===== config.mk =====
export PLATFORM = sky130hd
export DESIGN_NAME = prime_factor_counter_unit_flat
export DESIGN_NICKNAME = d
export VERILOG_FILES = /design/src/design/pfc_pkg.sv /design/src/design/pfc_in_if.sv /design/src/design/pfc_out_if.sv /design/src/design/pfc_divider.sv /design/src/design/prime_factor_counter_unit.sv /design/src/flat_wrapper.sv
export VERILOG_INCLUDE_DIRS = /design/src /design/src/design
export SDC_FILE = /design/constraint.sdc
export NUM_CORES = 1
export LEC_CHECK = 0
export ABC_AREA = 0
export BUFFER_PORTS_ARGS = -buffer_cell sky130_fd_sc_hd__buf_4
export CAP_MARGIN = 30
export CORE_MARGIN = 4
export CORE_UTILIZATION = 57
export DETAILED_ROUTE_END_ITERATION = 10
export PLACE_DENSITY_LB_ADDON = 0.05
export SLEW_MARGIN = 10
export SYNTH_ARGS = -nofsm -noshare
export SYNTH_HDL_FRONTEND = slang
export SYNTH_SLANG_ARGS = --single-unit

===== constraint.sdc =====
create_clock -name i_clk -period 4.3 [get_ports i_clk]
set_input_delay 0.645 -clock i_clk [delete_from_list [all_inputs] [get_ports i_clk]]
set_output_delay 0.645 -clock i_clk [all_outputs]
set_load 0.05 [all_outputs]

===== src/design/prime_factor_counter_unit_assert.svh =====
// Assertion macros for the prime factor counter unit.
// Used by the top level only; needs nothing else.
`ifndef PRIME_FACTOR_COUNTER_UNIT_ASSERT_SVH
`define PRIME_FACTOR_COUNTER_UNIT_ASSERT_SVH

// Check that a condition implies another in the same cycle.
`define PFC_ASSERT_SAME(label, clk, rst_n, cond, expr) \
    label: assert property (@(posedge clk) disable iff (!rst_n) (cond) |-> (expr)) \
        else $error("pfc: same-cycle check failed");

// Check that a condition implies another in the next cycle.
`define PFC_ASSERT_NEXT(label, clk, rst_n, cond, expr) \
    label: assert property (@(posedge clk) disable iff (!rst_n) (cond) |=> (expr)) \
        else $error("pfc: next-cycle check failed");

`endif


===== src/design/pfc_pkg.sv =====
// Shared constants and types of the prime factor counter unit.
// No dependencies.
`default_nettype none

package pfc_pkg;

    // default width of the input value
    localparam int VALUE_WIDTH_DEF = 30;

    // width and ceiling of the factor count
    localparam int COUNT_W = 5;
    localparam logic [COUNT_W-1:0] COUNT_MAX = '1;

    // status from the divider to the sequencer
    typedef struct packed {
        logic done;
        logic rem_zero;
    } t_div_stat;

endpackage

`default_nettype wire


===== src/design/pfc_in_if.sv =====
// Input channel of the prime factor counter unit: valid, ready and value.
// No dependencies.
`default_nettype none

interface pfc_in_if #(
    parameter int VALUE_WIDTH = 30
);
    logic                   valid;
    logic                   ready;
    logic [VALUE_WIDTH-1:0] value;

    modport source (output valid, output value, input ready);
    modport sink   (input valid, input value, output ready);
endinterface

`default_nettype wire


===== src/design/pfc_out_if.sv =====
// Output channel of the prime factor counter unit: valid, ready and result.
// Depends on pfc_pkg for the count width.
`default_nettype none

interface pfc_out_if;
    logic                        valid;
    logic                        ready;
    logic [pfc_pkg::COUNT_W-1:0] factor_count;
    logic                        is_prime;

    modport source (output valid, output factor_count, output is_prime, input ready);
    modport sink   (input valid, input factor_count, input is_prime, output ready);
endinterface

`default_nettype wire


===== src/design/pfc_divider.sv =====
// Radix-2 restoring divider, one quotient bit per cycle.
// Depends on pfc_pkg for the status struct.
`default_nettype none

module pfc_divider #(
    parameter int VALUE_WIDTH = pfc_pkg::VALUE_WIDTH_DEF
) (
    input  wire logic                   i_clk,
    input  wire logic                   i_rst_n,
    input  wire logic                   i_start,
    input  wire logic [VALUE_WIDTH-1:0] i_dividend,
    input  wire logic [VALUE_WIDTH-1:0] i_divisor,
    output      logic [VALUE_WIDTH-1:0] o_quotient,
    output      pfc_pkg::t_div_stat     o_stat
);
    localparam int CNT_W = $clog2(VALUE_WIDTH + 1);

    logic [CNT_W-1:0]       r_cnt;
    logic                   r_done;
    logic [VALUE_WIDTH-1:0] r_quo;
    logic [VALUE_WIDTH-1:0] r_rem;
    logic [VALUE_WIDTH-1:0] r_div;

    logic [VALUE_WIDTH:0]   rem_sh;
    logic [VALUE_WIDTH:0]   rem_sub;
    logic                   fits;

    // shift in the next dividend bit and trial-subtract the divisor
    always_comb begin
        rem_sh  = {r_rem, r_quo[VALUE_WIDTH-1]};
        rem_sub = rem_sh - {1'b0, r_div};
        fits    = (rem_sh >= {1'b0, r_div});
    end

    // control: iteration counter and done pulse
    always_ff @(posedge i_clk) begin
        if (!i_rst_n) begin
            r_cnt  <= '0;
            r_done <= 1'b0;
        end else begin
            r_done <= 1'b0;
            if (i_start) begin
                r_cnt <= CNT_W'(VALUE_WIDTH);
            end else if (r_cnt != '0) begin
                r_cnt <= r_cnt - 1'b1;
                if (r_cnt == CNT_W'(1)) begin
                    r_done <= 1'b1;
                end
            end
        end
    end

    // datapath: load operands, then one bit a cycle
    always_ff @(posedge i_clk) begin
        if (i_start) begin
            r_quo <= i_dividend;
            r_rem <= '0;
            r_div <= i_divisor;
        end else if (r_cnt != '0) begin
            r_quo <= {r_quo[VALUE_WIDTH-2:0], fits};
            r_rem <= fits ? rem_sub[VALUE_WIDTH-1:0] : rem_sh[VALUE_WIDTH-1:0];
        end
    end

    assign o_quotient      = r_quo;
    assign o_stat.done     = r_done;
    assign o_stat.rem_zero = (r_rem == '0);

endmodule

`default_nettype wire


===== src/design/prime_factor_counter_unit.sv =====
// Prime factor counter: takes one value word and returns the number of its
// prime factors counted with multiplicity, plus a prime flag (count of one).
// Factors of two are stripped at one per cycle; then every odd trial divisor
// d with d*d not above the shrinking remainder is tested by one shared
// radix-2 divider. The input is not ready while a value is worked on; a
// finished result waits in the output register while the next value is
// accepted. Counts above 31 saturate at 31.
`default_nettype none

`include "prime_factor_counter_unit_assert.svh"

module prime_factor_counter_unit #(
    parameter int VALUE_WIDTH = pfc_pkg::VALUE_WIDTH_DEF
) (
    input wire logic   i_clk,
    input wire logic   i_rst_n,
    pfc_in_if.sink     i_in,
    pfc_out_if.source  o_out
);
    localparam int SQ_W = VALUE_WIDTH + 2;

    typedef enum logic [2:0] {
        S_IDLE,
        S_TWO,
        S_CHECK,
        S_DIV,
        S_FINISH
    } t_state;

    t_state                      r_state, n_state;
    logic [VALUE_WIDTH-1:0]      r_n, n_n;
    logic [VALUE_WIDTH-1:0]      r_d, n_d;
    logic [SQ_W-1:0]             r_dsq, n_dsq;
    logic [pfc_pkg::COUNT_W-1:0] r_count, n_count;
    logic                        r_div_start, n_div_start;
    logic                        r_out_valid, n_out_valid;
    logic [pfc_pkg::COUNT_W-1:0] r_out_count, n_out_count;
    logic                        r_out_prime, n_out_prime;

    logic [pfc_pkg::COUNT_W-1:0] count_inc;
    logic [VALUE_WIDTH-1:0]      quotient;
    pfc_pkg::t_div_stat          div_stat;

    // shared divider for the odd trial divisors
    pfc_divider #(
        .VALUE_WIDTH (VALUE_WIDTH)
    ) u_div (
        .i_clk      (i_clk),
        .i_rst_n    (i_rst_n),
        .i_start    (r_div_start),
        .i_dividend (r_n),
        .i_divisor  (r_d),
        .o_quotient (quotient),
        .o_stat     (div_stat)
    );

    // saturating count step
    assign count_inc = (r_count == pfc_pkg::COUNT_MAX) ? r_count : r_count + 1'b1;

    // sequencer
    always_comb begin
        n_state     = r_state;
        n_n         = r_n;
        n_d         = r_d;
        n_dsq       = r_dsq;
        n_count     = r_count;
        n_div_start = 1'b0;
        n_out_valid = r_out_valid && !o_out.ready;
        n_out_count = r_out_count;
        n_out_prime = r_out_prime;
        unique case (r_state)
            S_IDLE: begin
                if (i_in.valid) begin
                    n_n     = i_in.value;
                    n_count = '0;
                    n_state = S_TWO;
                end
            end
            S_TWO: begin
                if (r_n < VALUE_WIDTH'(2)) begin
                    n_state = S_FINISH;
                end else if (!r_n[0]) begin
                    n_n     = {1'b0, r_n[VALUE_WIDTH-1:1]};
                    n_count = count_inc;
                end else begin
                    n_d     = VALUE_WIDTH'(3);
                    n_dsq   = SQ_W'(9);
                    n_state = S_CHECK;
                end
            end
            S_CHECK: begin
                if (r_dsq <= {2'b00, r_n}) begin
                    n_div_start = 1'b1;
                    n_state     = S_DIV;
                end else begin
                    n_state = S_FINISH;
                end
            end
            S_DIV: begin
                if (div_stat.done) begin
                    if (div_stat.rem_zero) begin
                        // divide out and try the same divisor again
                        n_n         = quotient;
                        n_count     = count_inc;
                        n_div_start = 1'b1;
                    end else begin
                        // advance to the next odd divisor: (d+2)^2 = d^2 + 4d + 4
                        n_d     = r_d + VALUE_WIDTH'(2);
                        n_dsq   = r_dsq + {r_d, 2'b00} + SQ_W'(4);
                        n_state = S_CHECK;
                    end
                end
            end
            S_FINISH: begin
                if (!r_out_valid || o_out.ready) begin
                    n_out_valid = 1'b1;
                    if (r_n > VALUE_WIDTH'(1)) begin
                        n_out_count = count_inc;
                        n_out_prime = (r_count == '0);
                    end else begin
                        n_out_count = r_count;
                        n_out_prime = (r_count == pfc_pkg::COUNT_W'(1));
                    end
                    n_state = S_IDLE;
                end
            end
            default: n_state = S_IDLE;
        endcase
    end

    // hold state and registered outputs
    always_ff @(posedge i_clk) begin
        if (!i_rst_n) begin
            r_state     <= S_IDLE;
            r_div_start <= 1'b0;
            r_out_valid <= 1'b0;
        end else begin
            r_state     <= n_state;
            r_div_start <= n_div_start;
            r_out_valid <= n_out_valid;
        end
        r_n         <= n_n;
        r_d         <= n_d;
        r_dsq       <= n_dsq;
        r_count     <= n_count;
        r_out_count <= n_out_count;
        r_out_prime <= n_out_prime;
    end

    // take no word while reset is held
    assign i_in.ready         = (r_state == S_IDLE) && i_rst_n;
    assign o_out.valid        = r_out_valid;
    assign o_out.factor_count = r_out_count;
    assign o_out.is_prime     = r_out_prime;

    // an accepted word drops ready until its result is produced
    `PFC_ASSERT_NEXT(a_busy_after_accept, i_clk, i_rst_n, i_in.valid && i_in.ready, !i_in.ready)
    // prime flag only with a count of one
    `PFC_ASSERT_SAME(a_prime_count, i_clk, i_rst_n, o_out.valid && o_out.is_prime, o_out.factor_count == pfc_pkg::COUNT_W'(1))
    // divider reports only while the sequencer waits on it
    `PFC_ASSERT_SAME(a_div_done_in_div, i_clk, i_rst_n, div_stat.done, r_state == S_DIV)
    // trial divisors are always odd
    `PFC_ASSERT_SAME(a_odd_divisor, i_clk, i_rst_n, r_state == S_CHECK || r_state == S_DIV, r_d[0])

endmodule

`default_nettype wire


===== src/flat_wrapper.sv =====
// flat-port wrapper written by rule: the top's interface ports become plain ports
module prime_factor_counter_unit_flat 
#(
    parameter int VALUE_WIDTH = pfc_pkg::VALUE_WIDTH_DEF
)
  (i_clk, i_rst_n, i_in_valid, i_in_value, i_in_ready, o_out_valid, o_out_factor_count, o_out_is_prime, o_out_ready);
  pfc_in_if #(.VALUE_WIDTH(VALUE_WIDTH)) i_in_i ();
  pfc_out_if o_out_i ();
  input wire logic i_clk;
  input wire logic i_rst_n;
  input wire logic [$bits(i_in_i.valid)-1:0] i_in_valid;
  input wire logic [$bits(i_in_i.value)-1:0] i_in_value;
  output wire logic [$bits(i_in_i.ready)-1:0] i_in_ready;
  output wire logic [$bits(o_out_i.valid)-1:0] o_out_valid;
  output wire logic [$bits(o_out_i.factor_count)-1:0] o_out_factor_count;
  output wire logic [$bits(o_out_i.is_prime)-1:0] o_out_is_prime;
  input wire logic [$bits(o_out_i.ready)-1:0] o_out_ready;
  assign i_in_i.valid = i_in_valid;
  assign i_in_i.value = i_in_value;
  assign i_in_ready = i_in_i.ready;
  assign o_out_valid = o_out_i.valid;
  assign o_out_factor_count = o_out_i.factor_count;
  assign o_out_is_prime = o_out_i.is_prime;
  assign o_out_i.ready = o_out_ready;
  prime_factor_counter_unit #(.VALUE_WIDTH(VALUE_WIDTH)) u_core (.i_clk(i_clk), .i_rst_n(i_rst_n), .i_in(i_in_i), .o_out(o_out_i));
endmodule

==> results by group, run 1 <==
Clock tree
  • Clock Latency Late Sink: 450 ps
  • CTS Hold Bufs: 0
  • Setup bufs post-CTS: 0
  • CTS H-tree lvls: 4
  • Post_cts resized: 0
  • Num CTS Buffers: 17
  • CTS tree: built
  • Total clock sinks: 199
  • Maximum clock path buffer count: 2
  • Clk root buf: clkbuf_16
  • Worst-path clk slew: 90 ps

Setup path
  • R2R cell count: 12
  • Worst setup path class: register to register
  • Startpoint class of the critical path: register
  • Endpoint class of the critical path: register
  • Flop2flop setup slack: 750 ps
  • Worst Path Arrival: 3730 ps
  • WP data required: 4480 ps
  • RR Startpoint: u_core.r_d[3]
  • Crit Path Max Fanout: 6
  • FF-to-FF End: u_core.r_dsq[27]

Final layout
  • Share of layout cells above drive strength 1: 10.4%
  • Commonest non-fill, non-tap cell in the layout: edfxtp_1
  • Area Overhead vs Synth: 9.40%
  • Ant diodes: 0
  • Most frequent cells in the layout: edfxtp_1 (158), nor2_1 (155), ha_1 (118)
  • Layout net count: 1479

Detailed routing
  • Drc violations: 0
  • Vias: 9743
  • Total Wirelength: 28600 um
  • Iteration-0 DRC Markers: 546
  • Vias per cell: 6.02
  • Drt first pass iters: 5
  • DR WL/cell: 17.7 um
  • Antenna-violating nets left: 0

Hold path
  • Hold Crit Class: primary input to register
  • Hold path start: i_rst_n
  • Worst Hold Path EP: u_core.r_state[2]
  • Hold depth: 3

Synthesis
  • Post-synth ARST share: 0%
  • Post-Synthesis Cells: 1299
  • Cell Area, Synth: 0.0127 mm2
  • EDFF count, synth: 158
  • Post-synthesis register bit count: 199
  • Register area share after synthesis: 43.8%
  • Syn Area/Cell: 9.78 um2
  • Synth warn: 0
  • Most used flip-flop cell after synthesis: edfxtp_1
  • Post-synth net total: 1453
  • Synth unique cells: 70

Timing
  • Clk_skew: 15.7 ps
  • Peak Freq: 282 MHz
  • Slew at the pin closest to its max-slew limit: 938 ps
  • Final Hold Viols: 0
  • Final setup viols: 0
  • Final period utilization: 82.5%
  • Worst rel slew slack: 37.2%
  • RSZ-0062 raised after global routing: false
  • Period minus WS final: 3550 ps
  • Post-route setup TNS: 0 ps
  • Max-slew violation count: 0

Power and ir drop
  • Lkg Pwr: 5.58 nW
  • PwrDens: 751 mW/mm2
  • Total power: 10.4 mW
  • Worst vdd ir: 0.305 mV

Global route
  • Met1 usage: 33.5%
  • Met3 usage: 4.07%
  • First-pass GRT wire length: 46800 um
  • Vias in the first global route: 9257
  • M2 GR Usage: 36.6%
  • Gr ovfl total: 0
  • Largest net degree at the start of global routing: 59
  • Total GRT Usage: 23.6%
  • Most Used Layer, Global Route: met2
  • Antenna violations before repair: 0

Place
  • Routability congestion estimate from global placement: 0.903
  • Detailed Place HPWL: 20700 um
  • Port Buffer Count: 41

Floorplan
  • IO Pins: 42
  • Die Height: 157 um
  • Core area: 0.0219 mm2
  • Initial Utilization: 58.1%
  • Area of the die: 0.0248 mm2
  • Site Rows: 54
  • Die W: 157 um

Run status
  • Outcome: finished, final reports clean

Run
  • Max cap viols: 0
-- how the worst max path moves through the flow --
stage | endpoint | depth (start not counted) | slack, ps | start
finish | u_core.r_dsq[27] | 12 | 750 | u_core.r_d[3]
global route | u_core.r_dsq[25] | 12 | 410 | u_core.r_d[1]
CTS | u_core.r_dsq[27] | 12 | 790 | u_core.r_d[3]
detailed placement | u_core.r_dsq[27] | 12 | 810 | u_core.r_d[3]
global placement | u_core.r_dsq[27] | 12 | 870 | u_core.r_d[3]
floorplan | u_core.r_d[10] | 5 | 340 | u_core.r_state[1]
-- worst max-delay path, stage by stage, from the launching register on --
cell and delay [ps]:
edfxtp_1 480, ha_1 320, ha_1 320, nor2b_1 160, o31a_1 270, o41ai_1 410
o21bai_1 110, buf_4 170, a211oi_1 300, o21ai_1 270, a31oi_1 260, xor2_1 170
nor2_1 50
-- cells in the mapped netlist (8+ instances only) --
| cell type | number | area share (%) |
|---|---|---|
| dfxtp_1 | 41 | 6.5 |
| mux2_2 | 31 | 2.7 |
| a211oi_1 | 28 | 1.7 |
| o21ai_0 | 37 | 1.5 |
| nand2b_1 | 8 | 0.39 |
| inv_1 | 87 | 2.6 |
| o21ai_1 | 15 | 0.59 |
| xor2_1 | 35 | 2.4 |
| ha_1 | 118 | 12 |
| and3_1 | 15 | 0.74 |
| a311oi_1 | 10 | 0.69 |
| nand3_1 | 33 | 1.3 |
| a22oi_1 | 30 | 1.8 |
| nand2_1 | 77 | 2.3 |
| nor3_1 | 37 | 1.5 |
| or3_1 | 10 | 0.49 |
| a31oi_1 | 18 | 0.89 |
| edfxtp_1 | 158 | 37 |
| nor2b_1 | 13 | 0.64 |
| o21a_1 | 10 | 0.59 |
| a21oi_1 | 97 | 3.8 |
| nor2_1 | 157 | 4.6 |
| clkbuf_1 | 37 | 1.1 |
| nand4_1 | 18 | 0.89 |
| a21o_1 | 28 | 1.7 |
| nor4_1 | 19 | 0.94 |
| xnor2_1 | 33 | 2.3 |
-- per-stage QoR --
stage / worst slack (ps) / std cells / area, um2 / util (%) / hold slack (ps)
CTS: 794 / 1617 / 13900 / 63.4 / 441
detailed placement: 807 / 1585 / 13300 / 60.8 / 488
floorplan: 340 / 1299 / 12700 / - / 458
finish: 753 / 1618 / 13900 / 63.5 / 457
global route: 410 / 1618 / 13900 / 63.5 / 463
global placement: 869 / 1584 / 13300 / 60.8 / 475
-- area by class of cell --
| type | count | area, um2 |
|---|---|---|
| fill | 1857 | 7990 |
| multi-input combinational | 962 | 6640 |
| sequential | 199 | 5570 |
| timing repair buffer | 57 | 439 |
| clock buffer | 17 | 425 |
| tap | 280 | 350 |
| inverter | 88 | 330 |
| clock inverter | 15 | 150 |
-- power by group --
group | internal [mW] | switching [mW] | leakage (nW) | total, mW
clock | 0.781 | 0.834 | 0.288 | 1.61
sequential | 3.05 | 0.689 | 1.84 | 3.74
combinational | 2.09 | 3.00 | 3.45 | 5.09
total | 5.92 | 4.52 | 5.58 | 10.4
-- logic make-up after synthesis --
family	synth area share, %
flip-flops	43.8
multiplexers	3.14
XOR/XNOR	4.69
buffers and inverters	4.21
AND/OR/NAND/NOR	15.1
AO/OA/AOI/OAI	17.1
adder cells (fa/ha/maj)	11.9
-- flip-flops by register name, indices dropped and copies added (netlist names) --
register,flops
u_core.r_d,29
u_core.r_dsq,29
u_core.u_div.r_done,1
u_core.u_div.r_div,29
u_core.u_div.o_quotient,30
u_core.u_div.r_rem,30
u_core.o_out.valid,1
u_core.u_div.r_cnt,5
u_core.r_n,30
u_core.o_out.factor_count,5
u_core.o_out.is_prime,1
u_core.r_state,3
u_core.r_div_start,1
u_core.r_count,5
-- routing by layer --
metal	up-vias	wire length, um
met3	49	1370
met4	0	835
met1	4579	13500
li1	4866	-
met2	249	12900
met5	-	0
Power figures use the tool's default switching activity.
==> run 2, diff against run 1 <==
--- a/config.mk
+++ b/config.mk
@@ -6,11 +6,11 @@
 export SDC_FILE = /design/constraint.sdc
 export NUM_CORES = 1
 export LEC_CHECK = 0
-export ABC_AREA = 0
+export ABC_AREA = 1
 export BUFFER_PORTS_ARGS = -buffer_cell sky130_fd_sc_hd__buf_4
 export CAP_MARGIN = 30
 export CORE_MARGIN = 4
-export CORE_UTILIZATION = 57
+export CORE_UTILIZATION = 60
 export DETAILED_ROUTE_END_ITERATION = 10
 export PLACE_DENSITY_LB_ADDON = 0.05
 export SLEW_MARGIN = 10
==> constraint.sdc (replaced) <==
create_clock -name i_clk -period 3.5 [get_ports i_clk]
set_input_delay 0.525 -clock i_clk [delete_from_list [all_inputs] [get_ports i_clk]]
set_output_delay 0.525 -clock i_clk [all_outputs]
set_load 0.05 [all_outputs]
==> results by group, run 2 <==
Final layout
  • Area Overhead vs Synth: 8.67%
  • Most frequent cells in the layout: nand2_1 (418), inv_1 (280), edfxtp_1 (158)
  • Ant diodes: 0 (unchanged)
  • Fill cells: 1998 (+7.6%)
  • Layout net count: 1961 (+33%)
  • Area of the multi-input gates: 0.00695 mm2 (+4.7%)
  • Share of layout cells above drive strength 1: 7.91% (-2.5 points)
  • Commonest non-fill, non-tap cell in the layout: nand2_1
  • Final Instance Area: 0.0150 mm2 (+7.6%)
  • FF/Latch Area: 0.00557 mm2 (about the same)

Clock tree
  • Num CTS Buffers: 17 (unchanged)
  • Worst-path clk slew: 90 ps (about the same)
  • Clk root buf: clkbuf_16
  • CTS tree: built
  • Maximum clock path buffer count: 2 (unchanged)
  • Total clock sinks: 199 (unchanged)
  • Post_cts resized: 0 (unchanged)
  • CTS H-tree lvls: 4 (unchanged)
  • CTS Hold Bufs: 0 (unchanged)
  • Setup bufs post-CTS: 0 (unchanged)
  • Clock Latency Late Sink: 450 ps (about the same)

Power and ir drop
  • Lkg Pwr: 6.86 nW (+23%)
  • PwrDens: 904 mW/mm2 (+20%)
  • Worst vdd ir: 0.717 mV (+140%)

Global route
  • Largest net degree at the start of global routing: 87 (+47%)
  • First-pass GRT wire length: 59200 um (+26%)
  • Gr ovfl total: 0 (unchanged)
  • Total GRT Usage: 28.6% (+5.0 points)
  • Vias in the first global route: 11700 (+27%)
  • Antenna violations before repair: 0 (unchanged)

Timing
  • Final setup viols: 0 (unchanged)
  • Worst rel slew slack: 39.1% (+1.9 points)
  • Max-slew violation count: 0 (unchanged)
  • RSZ-0062 raised after global routing: false
  • Peak Freq: 337 MHz (+20%)
  • Period minus WS final: 2970 ps (-579 ps)
  • Slew at the pin closest to its max-slew limit: 913 ps (-24.6 ps)
  • Clk_skew: 23.5 ps (+7.74 ps)
  • Final Hold Viols: 0 (unchanged)
  • Post-route setup TNS: 0 ps (unchanged)
  • Final period utilization: 84.8% (+2.3 points)

Floorplan
  • Core area: 0.0226 mm2 (+3.1%)
  • Area of the die: 0.0254 mm2 (+2.8%)
  • Die Height: 159 um (+1.4%)
  • Die W: 159 um (+1.4%)
  • Initial Utilization: 61.0% (+2.9 points)
  • IO Pins: 42 (unchanged)
  • Site Rows: 55 (+1.9%)

Place
  • Detailed Place HPWL: 27600 um (+33%)
  • Post-DP Area: 0.0144 mm2 (+8.0%)
  • Port Buffer Count: 41 (unchanged)
  • Routability congestion estimate from global placement: 0.968 (+7.2%)

Synthesis
  • Cell Area, Synth: 0.0138 mm2 (+8.3%)
  • Post-synth ARST share: 0% (unchanged)
  • Synth top area cells: edfxtp_1 (34%), nand2_1 (11%), ha_1 (11%)
  • Register area share after synthesis: 40.4% (-3.4 points)
  • EDFF count, synth: 158 (unchanged)
  • Synth cell count leaders: nand2_1 (418), inv_1 (281), edfxtp_1 (158)
  • Post-synth net total: 1923 (+32%)
  • Count leader, synth: nand2_1
  • Post-Synthesis Cells: 1769 (+36%)
  • Synth unique cells: 50 (-29%)
  • Post-synthesis register bit count: 199 (unchanged)
  • Area share of the largest cell type after synthesis: 34.5% (-2.9 points)
  • Most used flip-flop cell after synthesis: edfxtp_1
  • Synth warn: 0 (unchanged)
  • Leading area contributor after synthesis: edfxtp_1
  • Syn Area/Cell: 7.78 um2 (-20%)

Run status
  • Outcome: finished, final reports clean

Setup path
  • WP data required: 3660 ps (-820 ps)
  • Worst Path Arrival: 3130 ps (-600 ps)
  • Worst setup path class: register to register
  • Startpoint class of the critical path: register
  • Flop2flop setup slack: 530 ps (-220 ps)
  • Endpoint class of the critical path: register
  • Slowest CP cell: fa_1
  • CP dominant cell by count: inv_1
  • Cell Chain, Critical Path: ha_1 -> inv_1 -> fa_1 -> o21ai_1 -> inv_1 -> o21ai_1 -> inv_1 -> o21ai_0 -> or2_2 -> a21oi_1
  • Max stage delay on crit path: 500 ps (+20 ps)
  • Crit Path Max Fanout: 5 (-1)

Detailed routing
  • Drc violations: 0 (unchanged)
  • Drt first pass iters: 5 (unchanged)
  • Total Wirelength: 36300 um (+27%)
  • Iteration-0 DRC Markers: 1059 (+94%)
  • Vias: 12100 (+24%)
  • Vias per cell: 5.73 (-4.9%)
  • Antenna-violating nets left: 0 (unchanged)
  • DR WL/cell: 17.3 um (-2.5%)

Hold path
  • Hold Crit Class: primary input to register

Run
  • Max cap viols: 0 (unchanged)
## run 2: changes by cell type in the layout (fill, tap and decap cells not counted), moves of 30 or more
cell | previous run | this run
mux2_2 | 31 | 0
nand3_1 | 33 | 121
a22oi_1 | 30 | 0
nand2_1 | 76 | 418
o21ai_0 | 37 | 89
inv_1 | 87 | 280
## run 2: per-layer routing
metal  global-route usage [%]  routed length [um]  vias up
met5                        0                   0        -
met1                     37.6               16100     5644
li1                         -                   -     6008
met4                     10.5                1390        0
met3                     3.24                1460       74
met2                     48.8               17300      333
## run 2: final timing paths
kind / end / cells after the start / startpoint
max: u_core.r_dsq[11] / 10 / u_core.r_d[1]
min reg2reg: u_core.u_div.r_done / 1 / u_core.u_div.r_cnt[4]
max reg2reg: u_core.r_dsq[11] / 10 / u_core.r_d[1]
min: u_core.r_state[2] / 3 / i_rst_n
## run 2: layout make-up
cell class                      count  area share [%]
Clock inverter                     15            1.04
Timing Repair Buffer               54            2.79
Clock buffer                       17            2.84
Inverter                          289            7.25
Tap cell                          285            2.38
Multi-Input combinational cell   1246            46.5
Sequential cell                   199            37.2
## run 2: worst max-delay path, delay by kind of cell (launching register included)
kind,cells,cell delay [ps]
buffers and inverters,3,310
adders and majority gates,2,860
and+or+nand+nor,1,160
DFF,1,480
AOI/OAI and AO/OA,4,900
## run 2: kinds of logic (layout without fill, tap and decap cells)
group	after synthesis	in the layout	share of synthesized area (%)
adders and majority gates	120	120	11.0
buffers and inverters	324	375	9.24
DFF	199	199	40.4
and+or+nand+nor	817	817	26.3
AOI/OAI and AO/OA	285	285	11.5
xor gates and xnor gates	24	24	1.53
## run 2: report_power, final
part	internal (mW)	leakage, nW	switching [mW]
logic	2.35	4.73	4.81
clock network	0.957	0.286	1.03
registers	3.77	1.84	0.603
## run 2: per-stage QoR
stage | instances | worst slack (ps) | hold slack (ps) | util (%) | power (mW)
floorplan | 1769 | 532 | 420 | - | 9.52
global placement | 2073 | 636 | 442 | 63.7 | 11.3
detailed placement | 2073 | 602 | 446 | 63.7 | 11.5
CTS | 2105 | 603 | 309 | 66.3 | 13.5
global route | 2105 | 319 | 323 | 66.3 | 14.7
finish | 2105 | 532 | 319 | 66.3 | 13.5
==> run 3, diff against run 2 <==
--- a/config.mk
+++ b/config.mk
@@ -6,7 +6,7 @@
 export SDC_FILE = /design/constraint.sdc
 export NUM_CORES = 1
 export LEC_CHECK = 0
-export ABC_AREA = 1
+export ABC_AREA = 0
 export BUFFER_PORTS_ARGS = -buffer_cell sky130_fd_sc_hd__buf_4
 export CAP_MARGIN = 30
 export CORE_MARGIN = 4
==> constraint.sdc (replaced) <==
create_clock -name i_clk -period 3 [get_ports i_clk]
set_input_delay 0.45 -clock i_clk [delete_from_list [all_inputs] [get_ports i_clk]]
set_output_delay 0.45 -clock i_clk [all_outputs]
set_load 0.05 [all_outputs]
==> results by group, run 3 (synthesized netlist as in run 1, its figures left out) <==
Run status
  • Outcome: finished, violations left
  • Failing checks: negative setup slack

Timing
  • Final setup viols: 1 (+1)
  • Post-route setup TNS: -1.62 ps (-1.62 ps)
  • PnR worst setup slack: -1.62 ps (-534 ps)
  • Slew at the pin closest to its max-slew limit: 831 ps (-82.4 ps)
  • Final period utilization: 100% (+15 points)
  • Peak Freq: 333 MHz (-1.1%)
  • Clk_skew: 16.0 ps (-7.52 ps)
  • Max-slew violation count: 0 (unchanged)
  • RSZ-0062 raised after global routing: true
  • Final Hold Viols: 0 (unchanged)
  • Worst rel slew slack: 44.5% (+5.4 points)
  • Period minus WS final: 3000 ps (+34.1 ps)

Clock tree
  • CTS tree: built
  • Maximum clock path buffer count: 2 (unchanged)
  • CTS H-tree lvls: 4 (unchanged)
  • Worst-path clk slew: 80 ps (about the same)
  • Clock Latency Late Sink: 450 ps (about the same)
  • CTS Hold Bufs: 0 (unchanged)
  • Num CTS Buffers: 17 (unchanged)
  • Clk root buf: clkbuf_16
  • Total clock sinks: 199 (unchanged)

Global route
  • Antenna violations before repair: 0 (unchanged)
  • Largest net degree at the start of global routing: 59 (-32%)
  • Total GRT Usage: 25.4% (-3.1 points)
  • First-pass GRT wire length: 49700 um (-16%)
  • Gr ovfl total: 0 (unchanged)
  • Vias in the first global route: 9931 (-15%)

Place
  • Post-DP Area: 0.0139 mm2 (-3.7%)
  • Routability congestion estimate from global placement: 0.942 (-2.7%)
  • Port Buffer Count: 41 (unchanged)
  • Post-placement cell count: 1642 (-21%)
  • Detailed Place HPWL: 21700 um (-21%)

Power and ir drop
  • Worst vdd ir: 0.642 mV (-10%)
  • PwrDens: 1080 mW/mm2 (+19%)
  • Lkg Pwr: 5.98 nW (-13%)
  • Total power: 15.9 mW (+17%)

Final layout
  • Ant diodes: 0 (unchanged)
  • Area Overhead vs Synth: 16.0%
  • FF/Latch Area: 0.00557 mm2 (about the same)
  • Final non-filler cell total: 1683 (-20%)
  • Commonest non-fill, non-tap cell in the layout: edfxtp_1
  • Final Instance Area: 0.0147 mm2 (-1.4%)
  • Area of the multi-input gates: 0.00690 mm2 (-0.83%)
  • Fill cells: 1576 (-21%)
  • Layout net count: 1554 (-21%)
  • Share of layout cells above drive strength 1: 17.5% (+9.6 points)
  • Most frequent cells in the layout: edfxtp_1 (158), nor2_1 (154), buf_4 (129)

Detailed routing
  • DR WL/cell: 18.0 um (+4.1%)
  • Antenna-violating nets left: 0 (unchanged)
  • Vias: 10200 (-15%)
  • Drc violations: 0 (unchanged)
  • Vias per cell: 6.08 (+6.1%)
  • Drt first pass iters: 5 (unchanged)
  • Iteration-0 DRC Markers: 703 (-34%)
  • Total Wirelength: 30200 um (-17%)

Floorplan
  • Core area: 0.0206 mm2 (-8.9%)
  • Initial Utilization: 61.8% (+0.83 points)
  • Area of the die: 0.0236 mm2 (-7.3%)
  • Die Height: 154 um (-3.7%)
  • Site Rows: 52 (-5.5%)
  • IO Pins: 42 (unchanged)
  • Die W: 154 um (-3.7%)

Setup path
  • WP data required: 3200 ps (-460 ps)
  • Endpoint class of the critical path: register
  • Slowest CP cell: edfxtp_1
  • Startpoint class of the critical path: register
  • Cell Chain, Critical Path: ha_4 -> ha_4 -> nor2b_4 -> o31a_1 -> o41ai_2 -> buf_4 -> o21bai_4 -> a211oi_2 -> o21ai_4 -> a31oi_1 -> xor2_1 -> nor2_1
  • Worst setup path class: register to register
  • Crit Path Max Fanout: 6 (+1)
  • CP dominant cell by count: ha_4
  • Max stage delay on crit path: 440 ps (-60 ps)
  • Worst Path Arrival: 3200 ps (+70 ps)

Hold path
  • Hold Crit Class: primary input to register

Run
  • Max cap viols: 0 (unchanged)
==> run 3: cell count changes in the layout (fill, tap and decap cells not counted), sizes merged, moves of 15 or more <==
cell	delta
buf	+78
a211oi	+26
a22oi	+30
inv	-198
mux2	+31
xor2	+26
o221ai	-28
a21oi	-23
a21o	+26
xnor2	+18
o21ai	-61
nand2	-348
nand3	-102
and3	+15
==> run 3: repair_timing <==
action                                 4_1_cts  5_1_grt
pin swaps                                    5       17
endpoints found under the hold margin        0        0
setup endpoints to repair                    9       37
setup buffers                                3        6
resized for setup                            9       30
==> run 3: per-stage QoR <==
step / hold slack, ps / util [%] / setup slack (ps)
floorplan: 458 / - / 9.62
global placement: 477 / 67.4 / -151
detailed placement: 487 / 67.4 / -302
CTS: 236 / 70.6 / -38.2
global route: 260 / 71.7 / -109
finish: 254 / 71.7 / -1.62
==> run 3: path summary, 6_finish.rpt <==
kind / from / endpoint / slack (ps) / cells after the start
worst max-delay path: u_core.r_d[3] / u_core.r_dsq[27] / -2 / 12
worst min-delay path: i_rst_n / u_core.r_state[2] / 250 / 3
worst max register to register: u_core.r_d[3] / u_core.r_dsq[27] / -2 / 12
worst min register to register: u_core.u_div.r_cnt[4] / u_core.u_div.r_cnt[4] / 510 / 2
==> run 3: power breakdown <==
group | internal [mW] | switching [mW]
logic | 3.58 | 4.62
clock network | 1.16 | 1.17
registers | 4.37 | 0.960
total | 9.11 | 6.75
==> run 3: area by class of cell <==
cell class	count	share of cell area [%]
Multi-Input combinational cell	962	46.8
Clock buffer	19	3.08
Timing Repair Buffer	132	6.98
Sequential cell	199	37.8
Tap cell	270	2.29
Clock inverter	13	0.866
Inverter	88	2.24
==> run 3: worst max-delay path, delay by kind of cell (launching register included) <==
family,cells,cell delay [ps]
buffers and inverters,1,180
flip-flops,1,440
adder cells (fa/ha/maj),2,490
AO/OA/AOI/OAI,6,1300
AND/OR/NAND/NOR,2,180
XOR/XNOR,1,160
==> run 3: layer usage <==
metal | wire (um) | track usage, %
met1 | 13500 | 35.4
met2 | 14200 | 40.8
met3 | 1620 | 4.13
met4 | 919 | 8.79
met5 | 0 | 0
